--- src/design/sfcd_pkg.sv ---
// Shared types, constants and CRC function for the sensor frame decoder.
package sfcd_pkg;

    localparam logic [15:0] CRC_SEED      = 16'hFFFF;
    localparam logic [15:0] CRC_POLY      = 16'hA001;
    localparam logic [2:0]  POS_CRC_SPAN  = 3'd6;
    localparam logic [2:0]  POS_STORE_LO  = 3'd2;
    localparam logic [2:0]  POS_LAST      = 3'd7;
    localparam int          STORE_DEPTH   = 5;
    localparam logic [7:0]  TEMP_MAG_MASK = 8'h7F;
    localparam logic [7:0]  TEMP_SIGN     = 8'h80;

    typedef struct packed {
        logic [7:0] rx_byte;
        logic       frame_first;
    } t_beat;

    typedef struct packed {
        logic              frame_status;
        logic signed [15:0] temperature_tenths;
        logic [15:0]       humidity_tenths;
    } t_result;

    // reflected CRC-16 byte update, one bit per step
    function automatic logic [15:0] crc16_byte(input logic [15:0] crc, input logic [7:0] b);
        logic [15:0] c;
        c = crc ^ {8'h00, b};
        for (int k = 0; k < 8; k++) begin
            if (c[0]) begin
                c = (c >> 1) ^ CRC_POLY;
            end else begin
                c = c >> 1;
            end
        end
        return c;
    endfunction

endpackage

--- src/design/sfcd_in_reg.sv ---
// Input beat register: holds one received byte until the frame core takes it.
module sfcd_in_reg (
    input  logic            i_clk,
    input  logic            i_rst_n,
    input  logic            i_valid,
    output logic            o_ready,
    input  sfcd_pkg::t_beat i_beat,
    output logic            o_valid,
    output sfcd_pkg::t_beat o_beat,
    input  logic            i_take
);

    logic            r_vld;
    logic            n_vld;
    sfcd_pkg::t_beat r_beat;
    logic            s_load;

    assign o_ready = !r_vld || i_take;
    assign s_load  = i_valid && o_ready;

    always_comb begin
        if (s_load) begin
            n_vld = 1'b1;
        end else if (i_take) begin
            n_vld = 1'b0;
        end else begin
            n_vld = r_vld;
        end
    end

    always_ff @(posedge i_clk) begin
        if (!i_rst_n) begin
            r_vld <= 1'b0;
        end else begin
            r_vld <= n_vld;
        end
    end

    always_ff @(posedge i_clk) begin
        if (s_load) begin
            r_beat <= i_beat;
        end
    end

    assign o_valid = r_vld;
    assign o_beat  = r_beat;

endmodule

--- src/design/sfcd_frame_core.sv ---
// Frame core: byte position, running CRC, stored payload bytes and decode.
module sfcd_frame_core (
    input  logic              i_clk,
    input  logic              i_rst_n,
    input  logic              i_take,
    input  sfcd_pkg::t_beat   i_beat,
    output logic              o_is_last,
    output sfcd_pkg::t_result o_result
);

    logic [2:0]  r_pos;
    logic [2:0]  n_pos;
    logic [15:0] r_crc;
    logic [15:0] n_crc;
    logic [7:0]  r_bytes [sfcd_pkg::STORE_DEPTH];

    logic [2:0]  s_pos;
    logic [15:0] s_crc_base;
    logic [2:0]  s_idx;
    logic [15:0] s_got;
    logic [15:0] s_mag;
    logic [15:0] s_temp;

    assign s_pos      = i_beat.frame_first ? 3'd0 : r_pos;
    assign s_crc_base = i_beat.frame_first ? sfcd_pkg::CRC_SEED : r_crc;
    assign s_idx      = s_pos - sfcd_pkg::POS_STORE_LO;
    assign o_is_last  = (s_pos == sfcd_pkg::POS_LAST);

    always_comb begin
        if (o_is_last) begin
            n_pos = 3'd0;
            n_crc = sfcd_pkg::CRC_SEED;
        end else begin
            n_pos = s_pos + 3'd1;
            n_crc = (s_pos < sfcd_pkg::POS_CRC_SPAN) ?
                    sfcd_pkg::crc16_byte(s_crc_base, i_beat.rx_byte) : s_crc_base;
        end
    end

    always_ff @(posedge i_clk) begin
        if (!i_rst_n) begin
            r_pos <= 3'd0;
            r_crc <= sfcd_pkg::CRC_SEED;
        end else if (i_take) begin
            r_pos <= n_pos;
            r_crc <= n_crc;
        end
    end

    always_ff @(posedge i_clk) begin
        if (i_take && (s_pos >= sfcd_pkg::POS_STORE_LO) && !o_is_last) begin
            r_bytes[s_idx] <= i_beat.rx_byte;
        end
    end

    // bytes 2..6 live at entries 0..4
    assign s_got  = {i_beat.rx_byte, r_bytes[4]};
    assign s_mag  = {r_bytes[2] & sfcd_pkg::TEMP_MAG_MASK, r_bytes[3]};
    assign s_temp = ((r_bytes[2] & sfcd_pkg::TEMP_SIGN) != 8'h00) ? (16'h0000 - s_mag) : s_mag;

    always_comb begin
        if (s_got == s_crc_base) begin
            o_result.frame_status       = 1'b0;
            o_result.temperature_tenths = $signed(s_temp);
            o_result.humidity_tenths    = {r_bytes[0], r_bytes[1]};
        end else begin
            o_result.frame_status       = 1'b1;
            o_result.temperature_tenths = 16'sd0;
            o_result.humidity_tenths    = 16'd0;
        end
    end

endmodule

--- src/design/sfcd_out_reg.sv ---
// Result register: holds one decoded frame until the receiver takes it.
module sfcd_out_reg (
    input  logic              i_clk,
    input  logic              i_rst_n,
    input  logic              i_load,
    input  sfcd_pkg::t_result i_result,
    output logic              o_valid,
    input  logic              i_ready,
    output sfcd_pkg::t_result o_result
);

    logic              r_vld;
    logic              n_vld;
    sfcd_pkg::t_result r_result;

    always_comb begin
        if (i_load) begin
            n_vld = 1'b1;
        end else if (i_ready) begin
            n_vld = 1'b0;
        end else begin
            n_vld = r_vld;
        end
    end

    always_ff @(posedge i_clk) begin
        if (!i_rst_n) begin
            r_vld <= 1'b0;
        end else begin
            r_vld <= n_vld;
        end
    end

    always_ff @(posedge i_clk) begin
        if (i_load) begin
            r_result <= i_result;
        end
    end

    assign o_valid  = r_vld;
    assign o_result = r_result;

endmodule

--- src/design/sensor_frame_crc_decoder.sv ---
// Top level of the sensor frame CRC decoder.
//
// Input channel: one frame byte per beat on i_rx_byte, with i_frame_first set
// on byte 0 to restart the frame. Without the flag, bytes are counted
// modulo 8 from reset or from the end of the previous frame.
// Output channel: one beat per complete 8-byte frame, carrying the CRC
// status and, on a match, humidity and signed temperature in tenths.
// Throughput: one byte per cycle, except while a held result stalls byte 7.
// A taken beat is held in the input register; the core decodes it there and
// loads the frame result into the result register, which drives the outputs.
// The byte-wide CRC update sits between the input and core registers.
// Reset clears the byte position, seeds the CRC with 0xFFFF and empties
// both the input and the result registers.
// When the receiver stalls, the result is held and the input register keeps
// taking bytes 0 to 6 of the next frame; byte 7 waits in the input register
// and ready stays low until the held result is taken.
module sensor_frame_crc_decoder (
    input  logic               i_clk,
    input  logic               i_rst_n,
    input  logic               i_in_valid,
    output logic               o_in_ready,
    input  logic [7:0]         i_rx_byte,
    input  logic               i_frame_first,
    output logic               o_out_valid,
    input  logic               i_out_ready,
    output logic               o_frame_status,
    output logic signed [15:0] o_temperature_tenths,
    output logic [15:0]        o_humidity_tenths
);

    sfcd_pkg::t_beat   s_in_beat;
    sfcd_pkg::t_beat   s_core_beat;
    sfcd_pkg::t_result s_core_result;
    sfcd_pkg::t_result s_out_result;
    logic              s_core_valid;
    logic              s_is_last;
    logic              s_take;
    logic              s_load;

    assign s_in_beat.rx_byte     = i_rx_byte;
    assign s_in_beat.frame_first = i_frame_first;

    assign s_take = s_core_valid && (!s_is_last || !o_out_valid || i_out_ready);
    assign s_load = s_take && s_is_last;

    sfcd_in_reg u_in_reg (
        .i_clk   (i_clk),
        .i_rst_n (i_rst_n),
        .i_valid (i_in_valid),
        .o_ready (o_in_ready),
        .i_beat  (s_in_beat),
        .o_valid (s_core_valid),
        .o_beat  (s_core_beat),
        .i_take  (s_take)
    );

    sfcd_frame_core u_core (
        .i_clk     (i_clk),
        .i_rst_n   (i_rst_n),
        .i_take    (s_take),
        .i_beat    (s_core_beat),
        .o_is_last (s_is_last),
        .o_result  (s_core_result)
    );

    sfcd_out_reg u_out_reg (
        .i_clk    (i_clk),
        .i_rst_n  (i_rst_n),
        .i_load   (s_load),
        .i_result (s_core_result),
        .o_valid  (o_out_valid),
        .i_ready  (i_out_ready),
        .o_result (s_out_result)
    );

    assign o_frame_status       = s_out_result.frame_status;
    assign o_temperature_tenths = s_out_result.temperature_tenths;
    assign o_humidity_tenths    = s_out_result.humidity_tenths;

endmodule

--- config.mk ---
export PLATFORM = sky130hd
export DESIGN_NAME = sensor_frame_crc_decoder
export DESIGN_NICKNAME = d
export VERILOG_FILES = /design/src/design/sfcd_pkg.sv /design/src/design/sfcd_in_reg.sv /design/src/design/sfcd_frame_core.sv /design/src/design/sfcd_out_reg.sv /design/src/design/sensor_frame_crc_decoder.sv
export SDC_FILE = /design/constraint.sdc
export NUM_CORES = 1
export LEC_CHECK = 0
export ABC_AREA = 1
export BUFFER_PORTS_ARGS = -buffer_cell sky130_fd_sc_hd__buf_2
export CAP_MARGIN = 0
export CORE_MARGIN = 10
export CORE_UTILIZATION = 53
export DETAILED_ROUTE_END_ITERATION = 8
export PLACE_DENSITY = 0.76
export SLEW_MARGIN = 30
export SYNTH_ARGS = -nofsm -noshare
export SYNTH_HDL_FRONTEND = slang
export SYNTH_SLANG_ARGS = --single-unit
--- constraint.sdc ---
create_clock -name i_clk -period 2.7 [get_ports i_clk]
set_input_delay 0.54 -clock i_clk [delete_from_list [all_inputs] [get_ports i_clk]]
set_output_delay 0.54 -clock i_clk [all_outputs]
set_load 0.1 [all_outputs]
## Word-level counts from Yosys, hierarchy flattened

Memory sizes are Yosys's and may differ from the RTL's.
Index checks and enable logic that the tools add are counted.

- Memory bits (writable): 40
- Register bits: 63
- Memories kept: 1

Memory list:

| name | words | width | read ports | clocked after memory_dff | write ports | RTL line | RTL |
|---|---|---|---|---|---|---|---|
| u_core.r_bytes | 5 | 8 | 5 | 0 | 1 | sfcd_frame_core.sv:15 | `logic [7:0] r_bytes [sfcd_pkg::STORE_DEPTH];` |

- Eq/ne operators: 2
- $lt $le $gt $ge: 2
- $add $sub $neg: 3
- Multiplexer cells: 28
- Bitwise logic cells: 9
- Reduce and logical (&&, ||, !) cells: 14

Operators with widths:

| kind | count |
|---|---|
| $mux W16 | 19 |
| $mux W33 | 1 |
| $not A2 Y3 | 8 |
| $eq A16 B16 Y1 | 1 |
| $sub A1 B15 Y16 const A | 1 |
| $xor A16 B8 Y16 | 1 |
| $mux W1 | 6 |
| $mux W3 | 2 |
| $logic_and A1 B1 Y1 | 5 |
| $reduce_bool A2 Y1 | 2 |
| $add A3 B1 Y3 const B | 1 |
| $eq A3 B3 Y1 const B | 1 |
| $ge A3 B2 Y1 const B | 1 |
| $logic_not A1 Y1 | 3 |
| $logic_or A1 B1 Y1 | 3 |
| $lt A3 B3 Y1 const B | 1 |
| $sub A3 B2 Y3 const B | 1 |
| $reduce_and A2 Y1 | 1 |

## Depth between registers and ports, before layout

Gate-level depths: netlist (run 1).

- Depth after elaboration: 27
- Gate-level depth with buffers: 16

## Hierarchy

A second synthesis (run 1) with hierarchy kept.

- Cells, all modules: 475
- Area, all modules: 4644.5 um2

By module, submodules not included:

| module | instances | area an instance (um2) | cells an instance | sequential area each (um2) |
|---|---|---|---|---|
| sfcd_frame_core | 1 | 3254.4 | 414 | 1581.5 |
| sfcd_out_reg | 1 | 1034.7 | 39 | 1011.0 |
| sfcd_in_reg | 1 | 321.6 | 16 | 290.3 |
| sensor_frame_crc_decoder | 1 | 33.8 | 6 | 0.0 |

## Worst setup path after synthesis (run 1)

Ideal clock, no wire load.

- Path type: reg2reg
- From: reg u_in_reg.r_beat, in the netlist u_in_reg.o_beat[0]
- To: reg u_in_reg.r_beat, in the netlist u_in_reg.o_beat[0] (enable)
- Library setup time: 0.284 ns
- Arrival: 2.509 ns
- Buffers on the path: 2
- Cell stages (with the launch flop): 9
- Setup slack: -0.093 ns
- Cells stage by stage: edfxtp_1 > buf_6 > buf_6 > nor2_1 > ha_1 > ha_1 > nand3_1 > nand2_1 > inv_1

- Longest elaborated chain between the ends: 8

Ends and longest elaborated chain:

| what | RTL line | RTL |
|---|---|---|
| start: declaration | sfcd_in_reg.sv:15 | `sfcd_pkg::t_beat r_beat;` |
| start signal: assignment | sfcd_in_reg.sv:41 | `r_beat <= i_beat;` |
| $mux W3 | sfcd_frame_core.sv:24 | `assign s_pos = i_beat.frame_first ? 3'd0 : r_pos;` |
| $eq A3 B3 Y1 | sfcd_frame_core.sv:27 | `assign o_is_last = (s_pos == sfcd_pkg::POS_LAST);` |
| $logic_not A1 Y1 | sensor_frame_crc_decoder.sv:43 | `assign s_take = s_core_valid && (!s_is_last \|\| !o_out_valid \|\| i_out_ready);` |
| $logic_or A1 B1 Y1 (2 in a row) | sensor_frame_crc_decoder.sv:43 |  |
| $logic_and A1 B1 Y1 | sensor_frame_crc_decoder.sv:43 |  |
| $logic_or A1 B1 Y1 | sfcd_in_reg.sv:18 | `assign o_ready = !r_vld \|\| i_take;` |
| net o_in_ready | sensor_frame_crc_decoder.sv:21 | `output logic o_in_ready,` |
| $logic_and A1 B1 Y1 | sfcd_in_reg.sv:19 | `assign s_load = i_valid && o_ready;` |

The timed path passes the listed nets, and every way through them passes these cells.
A chain may end at the register's enable or synchronous reset.

## Worst setup path after layout (run 1)

- From: reg u_in_reg.r_beat, in the netlist u_in_reg.o_beat[0]
- To: mem u_core.r_bytes[4][0] (enable)

- Longest elaborated chain between the ends: 10
- Elaborated cells on any way between the ends: 12
- Those cells by class: 1 x add/sub; 1 x order compare; 1 x eq/ne; 3 x mux; 6 x reduce/logical

Ends and longest elaborated chain:

| what | RTL line | RTL |
|---|---|---|
| $mux W3 (*) | sfcd_frame_core.sv:24 |  |
| $eq A3 B3 Y1 | sfcd_frame_core.sv:27 |  |
| $logic_not A1 Y1 | sfcd_frame_core.sv:51, sensor_frame_crc_decoder.sv:43 |  |
| $logic_or A1 B1 Y1 (2 in a row) | sensor_frame_crc_decoder.sv:43 |  |
| $logic_and A1 B1 Y1 | sensor_frame_crc_decoder.sv:43 |  |
| $logic_and A1 B1 Y1 (2 in a row) | sfcd_frame_core.sv:51 | `if (i_take && (s_pos >= sfcd_pkg::POS_STORE_LO) && !o_is_last) begin` |
| $mux W1 | sfcd_frame_core.sv:51 |  |
| $mux W1 (not written as such) | sfcd_frame_core.sv:52 | `r_bytes[s_idx] <= i_beat.rx_byte;` |
| end: declaration | sfcd_frame_core.sv:15 |  |

Mark *: on every way between the ends. The rest lies on a longest branch, timed or not.

==> impl_metrics.toml, run 1 <==
[status]
status = "completed"

[cts]
cts_tree = "built"
cts_resized = 0
clk_latency_ns = 0.36
clockBufferDepth = 2
clkSlewWorstSetupHoldPaths_ns = 0.09
clock-root-buffer = "clkbuf_8"
cts_hold_buf = 0
cts_sinks = 103
cts.htree.levels = 3
cts_buffers = 9
cts_setup_buffers = 0

[sta]
hold_viol_final = 0
period_minus_slack_ns = 2.46
setup_viol = 0
fmax_ghz = 0.407
rsz0062_at_grt = "no"
finalSetupTns_ns = 0
fin_skew_ns = 0.0145
worstMarginPinSlew_ns = 0.610
relSlewSlack = 0.592
final_max_slew_viol_count = 0
period_share = 0.910

[power_and_ir_drop]
p_clk_frac = 0.334
p_seq_frac = 0.595
p_switching_mw = 0.675
internal_power_mw = 2.33
p_sw_frac = 0.225
vdd_ir_drop_max_mv = 0.406
comb_power_share = 0.070
p_leak_nw = 2.32
p_per_area_nw_per_um2 = 588
total_power_mw = 3.00

[grt]
grt_pass1_vias = 3013
antenna_found_initial = 0
grt_remaining_overflow = 0
grt_use_total = 0.141
grt_max_degree = 35
grt_pass1_wl_mm = 14.4

[min_path]
min_path_type = "input port to register"

[drt]
ant_nets = 0
vias = 3191
drt_iter0_drc = 165
drt-wirelength-per-cell_um = 14.5
route.met3.wl_um = 640
dr_wl_met2_mm = 4.34
wl_met1_mm = 3.74
routed_wl_mm = 8.95
drt_pass1_iterations = 5
drc = 0
routed.top_layer = "met4"
viasPerCell = 5.16

[layout]
syn_to_final_growth_pct = 13.3
num-fill-cells = 665
seqCellArea_um2 = 2880
nets = 525
multi_input_area_um2 = 1360
diodes = 0
drive_gt1_frac = 0.160

[synth]
synth_area_um2 = 4510
synth_area_per_cell_um2 = 9.99
syn-instance-count = 452
yosys_warnings = 0
seq_area_frac_synth = 0.639
synth_edf_count = 82
netlist-cell-type-count = 29
synth_seq_cells = 103
async_flop_share = 0
synth_nets = 468
synth-main-ff-cell = "edfxtp_1"

[critical_path]
crit_slowest_cell = "nor2_1"
cp_common_cell = "nor2_1"
arrival_ns = 2.46
crit_fanout = 8
crit_path_end_kind = "register"
path_delay_family = "simple AND/OR/NAND/NOR gates"
max_stage_delay_ns = 0.48
crit_path_start_kind = "register"
critPathKind = "register to register"
path_cells = "nor2_1 > ha_1 > ha_1 > nor2_1 > o21ai_0 > or2_2 > nor2_1"
cp_num_buf_inv = 0
required_ns = 2.70

[floorplanning]
die_y_um = 112
start_util = 0.547
std_cell_rows = 33
die_w_um = 112
pin_count = 48
die_area_um2 = 12600
coreArea_um2 = 8260

[place]
hpwl_mm = 6.55
globalplace.congestion = 0.905
port_buffers = 47

[job]
max_cap_viol_count = 0
[cells in the mapped netlist (2+ instances only)]
master,count,area (µm²)
xor2_1,22,193
dfxtp_1,21,420
o21ai_0,23,115
edfxtp_1,82,2460
buf_6,2,22.5
o21ai_1,7,35.0
buf_2,5,25.0
inv_1,58,218
nor3_1,5,25.0
nand2_1,94,353
nor2_1,68,255
nand4_1,2,12.5
or2_2,3,18.8
o2111ai_1,2,17.5
nand3_1,10,50.1
ha_1,3,37.5
nor2_2,7,43.8
a21oi_1,27,135
[power by group through the flow]
stage | Combinational (mW) | Clock, mW | Sequential, mW
global placement | 0.201 | 0 | 1.82
global route | 0.240 | 1.09 | 1.79
CTS | 0.208 | 1.03 | 1.79
detailed placement | 0.207 | 0 | 1.82
floorplan | 0.163 | 0 | 1.80
finish | 0.212 | 1.00 | 1.79
[kinds of logic after synthesis]
| family | share of synthesized area |
|---|---|
| XOR/XNOR | 0.0446 |
| flip-flops | 0.639 |
| AO/OA/AOI/OAI | 0.0732 |
| buffers and inverters | 0.0604 |
| AND/OR/NAND/NOR | 0.175 |
| adder cells (fa/ha/maj) | 0.00832 |
[worst paths after layout]
| path | start | to | slack [ns] | depth (start not counted) |
|---|---|---|---|---|
| worst max-delay path | u_in_reg.o_beat[0] | u_core.r_bytes[4][0] | 0.24 | 7 |
| worst min-delay path | i_rx_byte[6] | u_in_reg.o_beat[7] | 0.35 | 1 |
| worst max register to register | u_in_reg.o_beat[0] | u_core.r_bytes[4][0] | 0.24 | 7 |
| worst min register to register | u_core.r_crc[6] | u_core.r_crc[6] | 0.49 | 2 |
[layout by cell type (no fill, tap or decap), types with 2 or more instances in the layout]
cell type | synthesis | final
xor2_1 | 22 | 22
nor3_1 | 5 | 5
inv_1 | 58 | 58
nand2_1 | 94 | 94
buf_2 | 5 | 46
o2111ai_1 | 2 | 2
nand3_1 | 10 | 9
edfxtp_1 | 82 | 82
nand4_1 | 2 | 2
buf_4 | 0 | 7
o21ai_1 | 7 | 7
bufinv_16 | 0 | 2
o21ai_0 | 23 | 23
a21oi_1 | 27 | 27
clkinvlp_4 | 0 | 2
nor2_1 | 68 | 68
ha_1 | 3 | 3
or2_2 | 3 | 3
nor2_2 | 7 | 7
clkbuf_8 | 0 | 9
dfxtp_1 | 21 | 21
[per-stage QoR]
| stage | instance area, µm² | instances | hold WS, ns | setup WS [ns] | utilization |
|---|---|---|---|---|---|
| floorplan | 4520 | 452 | 0.443 | 0.106 | - |
| global placement | 4900 | 603 | 0.456 | 0.394 | 0.594 |
| detailed placement | 4900 | 603 | 0.469 | 0.291 | 0.594 |
| CTS | 5110 | 618 | 0.334 | 0.273 | 0.619 |
| global route | 5110 | 618 | 0.328 | 0.0353 | 0.619 |
| finish | 5110 | 618 | 0.353 | 0.242 | 0.619 |
[state kept, by name, indices dropped and copies added, names as in the netlist]
signal,count
u_in_reg.o_valid,1
u_out_reg.o_result,33
u_core.r_pos,3
u_in_reg.o_beat,9
u_core.r_crc,16
u_out_reg.o_valid,1
u_core.r_bytes,40
[cell type report]
class / count / area share
clock buffers: 10 / 0.0250
clock inverters: 5 / 0.0164
inverters: 59 / 0.0433
multi-input cells: 282 / 0.267
flip-flops and latches: 103 / 0.564
well taps: 105 / 0.0257
repair buffers: 54 / 0.0592
[metal layers]
| metal | up-vias | GRT usage |
|---|---|---|
| li1 | 1590 | - |
| met1 | 1469 | 0.166 |
| met2 | 108 | 0.230 |
| met3 | 24 | 0.0469 |
| met4 | 0 | 0.0635 |
| met5 | - | 0 |
No activity file was read; power rests on OpenSTA's default activity.
==> run 2: changes to the inputs <==
--- a/config.mk
+++ b/config.mk
@@ -15,4 +15,5 @@
 export SLEW_MARGIN = 30
 export SYNTH_ARGS = -nofsm -noshare
 export SYNTH_HDL_FRONTEND = slang
+export SYNTH_HIERARCHICAL = 1
 export SYNTH_SLANG_ARGS = --single-unit
==> impl_metrics.toml, run 2 <==
[place]
globalplace.congestion = 0.906
hpwl_mm = 6.95
dpl.cell_count = 632
port_buffers = 47
dp_worst_setup_slack_ns = 0.172

[synth]
synthTopCellsByArea = "edfxtp_1 (53%), dfxtp_1 (9.1%), nand2_1 (8.8%), nor2_1 (5.4%), inv_1 (4.8%)"
synth_area_um2 = 4640
synth_edf_count = 82
netlist-cell-type-count = 30
yosysMostFrequentCell = "nand2_1"
seq_area_frac_synth = 0.621
syn-instance-count = 475
synthTopCellsByCount = "nand2_1 (109), edfxtp_1 (82), nor2_1 (67), inv_1 (59), o21ai_0 (28)"
yosysTopAreaCell = "edfxtp_1"
synth_seq_cells = 103
synth-main-ff-cell = "edfxtp_1"
synth_top_area_share = 0.530
async_flop_share = 0
synth_area_per_cell_um2 = 9.78
synth_nets = 491
yosys_warnings = 6

[power_and_ir_drop]
p_leak_nw = 2.09
p_clk_frac = 0.298
internal_power_mw = 2.15
p_seq_frac = 0.617
p_switching_mw = 0.723
p_sw_frac = 0.252
comb_power_share = 0.085
p_per_area_nw_per_um2 = 542
vdd_ir_drop_max_mv = 0.324

[layout]
diodes = 0
finalNonFillerCells = 651
largest-register = "u_core/r_bytes"
final_common_cell = "nand2_1"
final_cell_mix = "nand2_1 (109), edfxtp_1 (82), nor2_1 (61)"
drive_gt1_frac = 0.199
num-fill-cells = 731
syn_to_final_growth_pct = 14.3
nets = 554
largest_register_ffs = 40

[critical_path]
crit_path_start_kind = "register"
r2r_cells = 11
arrival_ns = 2.06
endpoint = "o_in_ready"
rr_startpoint = "u_in_reg/o_beat[0]"
critPathKind = "register to primary output"
crit_start = "u_in_reg/o_beat[0]"
crit_fanout = 10
reg2reg_slack_ns = 0.13
required_ns = 2.16
crit_path_end_kind = "primary output"
rr_endpoint = "u_core/r_bytes[4][5]"

[cts]
clock-root-buffer = "clkbuf_8"
cts_tree = "built"
cts_buffers = 9
cts_sinks = 103
cts.htree.levels = 3
clkSlewWorstSetupHoldPaths_ns = 0.09
clk_latency_ns = 0.37
cts_hold_buf = 0
clockBufferDepth = 2

[drt]
drt_iter0_drc = 196
drt_pass1_iterations = 6
viasPerCell = 5.20
ant_nets = 0
vias = 3388
drc = 0
drt-wirelength-per-cell_um = 14.7
routed_wl_mm = 9.60

[min_path]
min_path_type = "input port to register"

[sta]
final_max_slew_viol_count = 0
worstMarginPinSlew_ns = 0.539
fmax_ghz = 0.385
period_share = 0.963
period_minus_slack_ns = 2.60
relSlewSlack = 0.637
setup_viol = 0
setup_slack_ns = 0.101
timing.hold.ws_ns = 0.343
fin_skew_ns = 0.0149
hold_viol_final = 0

[grt]
grt_pass1_wl_mm = 15.8
antenna_found_initial = 0
grt_use_total = 0.152
grt_remaining_overflow = 0
grt_pass1_vias = 3248
grt_max_degree = 35

[status]
status = "completed"

[floorplanning]
std_cell_rows = 34
die_area_um2 = 12900
start_util = 0.538
pin_count = 48
die_y_um = 114
die_w_um = 114
coreArea_um2 = 8640

[job]
max_cap_viol_count = 0
## run 2: kinds of logic (layout without fill, tap and decap cells)
family | after synthesis | after routing | synth area share
AND/OR/NAND/NOR | 220 | 220 | 0.204
flip-flops | 103 | 103 | 0.621
buffers and inverters | 71 | 139 | 0.0638
AO/OA/AOI/OAI | 60 | 60 | 0.0695
XOR/XNOR | 18 | 18 | 0.0339
adder cells (fa/ha/maj) | 3 | 3 | 0.00808
## run 2: area by class of cell
type                    instances  area (µm²)  share of cell area
clock buffers                   9         124              0.0233
clock inverters                 7        45.0             0.00849
inverters                      61         230              0.0434
multi-input cells             301        1520               0.287
flip-flops and latches        103        2880               0.543
well taps                     108         135              0.0255
repair buffers                 62         367              0.0691
## run 2: worst max-delay path, cell delays in order (launching register included)
cell and delay (ns):
edfxtp_1 0.47, nor2_2 0.17, ha_2 0.23, ha_4 0.17, nand3_2 0.08, nand2_2 0.07
inv_1 0.07, buf_6 0.14, inv_2 0.06, nand2_2 0.07, buf_12 0.17
## run 2: layer usage
metal  global-route usage  up-vias  wire length (µm)
li1                     -     1684                 -
met1                0.188     1547              4040
met2                0.239      133              4470
met3               0.0436       24               752
met4               0.0761        0               331
met5                    0        -                 0
## run 2: metrics by stage
stage          instance area [µm²]  utilization  power, mW  TNS [ns]
3_3_place_gp                  5090        0.589       2.04         0
6_report                      5310        0.614       2.88         0
2_1_floorplan                 4680            -       1.97         0
4_1_cts                       5260        0.609       2.89         0
5_1_grt                       5310        0.614       3.00    -0.179
3_5_place_dp                  5090        0.589       2.05         0
## run 2: power groups by stage
stage | Combinational, mW | Clock (mW) | Sequential (mW)
2_1_floorplan | 0.173 | 0 | 1.80
3_3_place_gp | 0.229 | 0 | 1.81
3_5_place_dp | 0.238 | 0 | 1.81
4_1_cts | 0.239 | 0.877 | 1.77
5_1_grt | 0.279 | 0.939 | 1.78
6_report | 0.243 | 0.857 | 1.78
## run 2: what timing repair did
item / 4_1_cts / 5_1_grt
pin swaps: 0 / 2
cloned: 0 / 0
setup endpoints to repair: 1 / 1
buffers inserted: 0 / 3
gates resized for setup: 2 / 5
## run 2: worst min path at each step
stage / startpoint / endpoint / slack, ns / cells past startpoint
5_1_grt: i_rx_byte[3] / u_in_reg/o_beat[4] / 0.32 / 1
3_3_place_gp: u_core/r_crc[6] / u_core/r_crc[6] / 0.46 / 2
6_report: i_rx_byte[5] / u_in_reg/o_beat[6] / 0.34 / 1
2_1_floorplan: u_core/r_crc[9] / u_core/r_crc[9] / 0.44 / 2
3_5_place_dp: u_core/r_crc[8] / u_core/r_crc[8] / 0.46 / 2
4_1_cts: i_rx_byte[0] / u_in_reg/o_beat[1] / 0.33 / 1
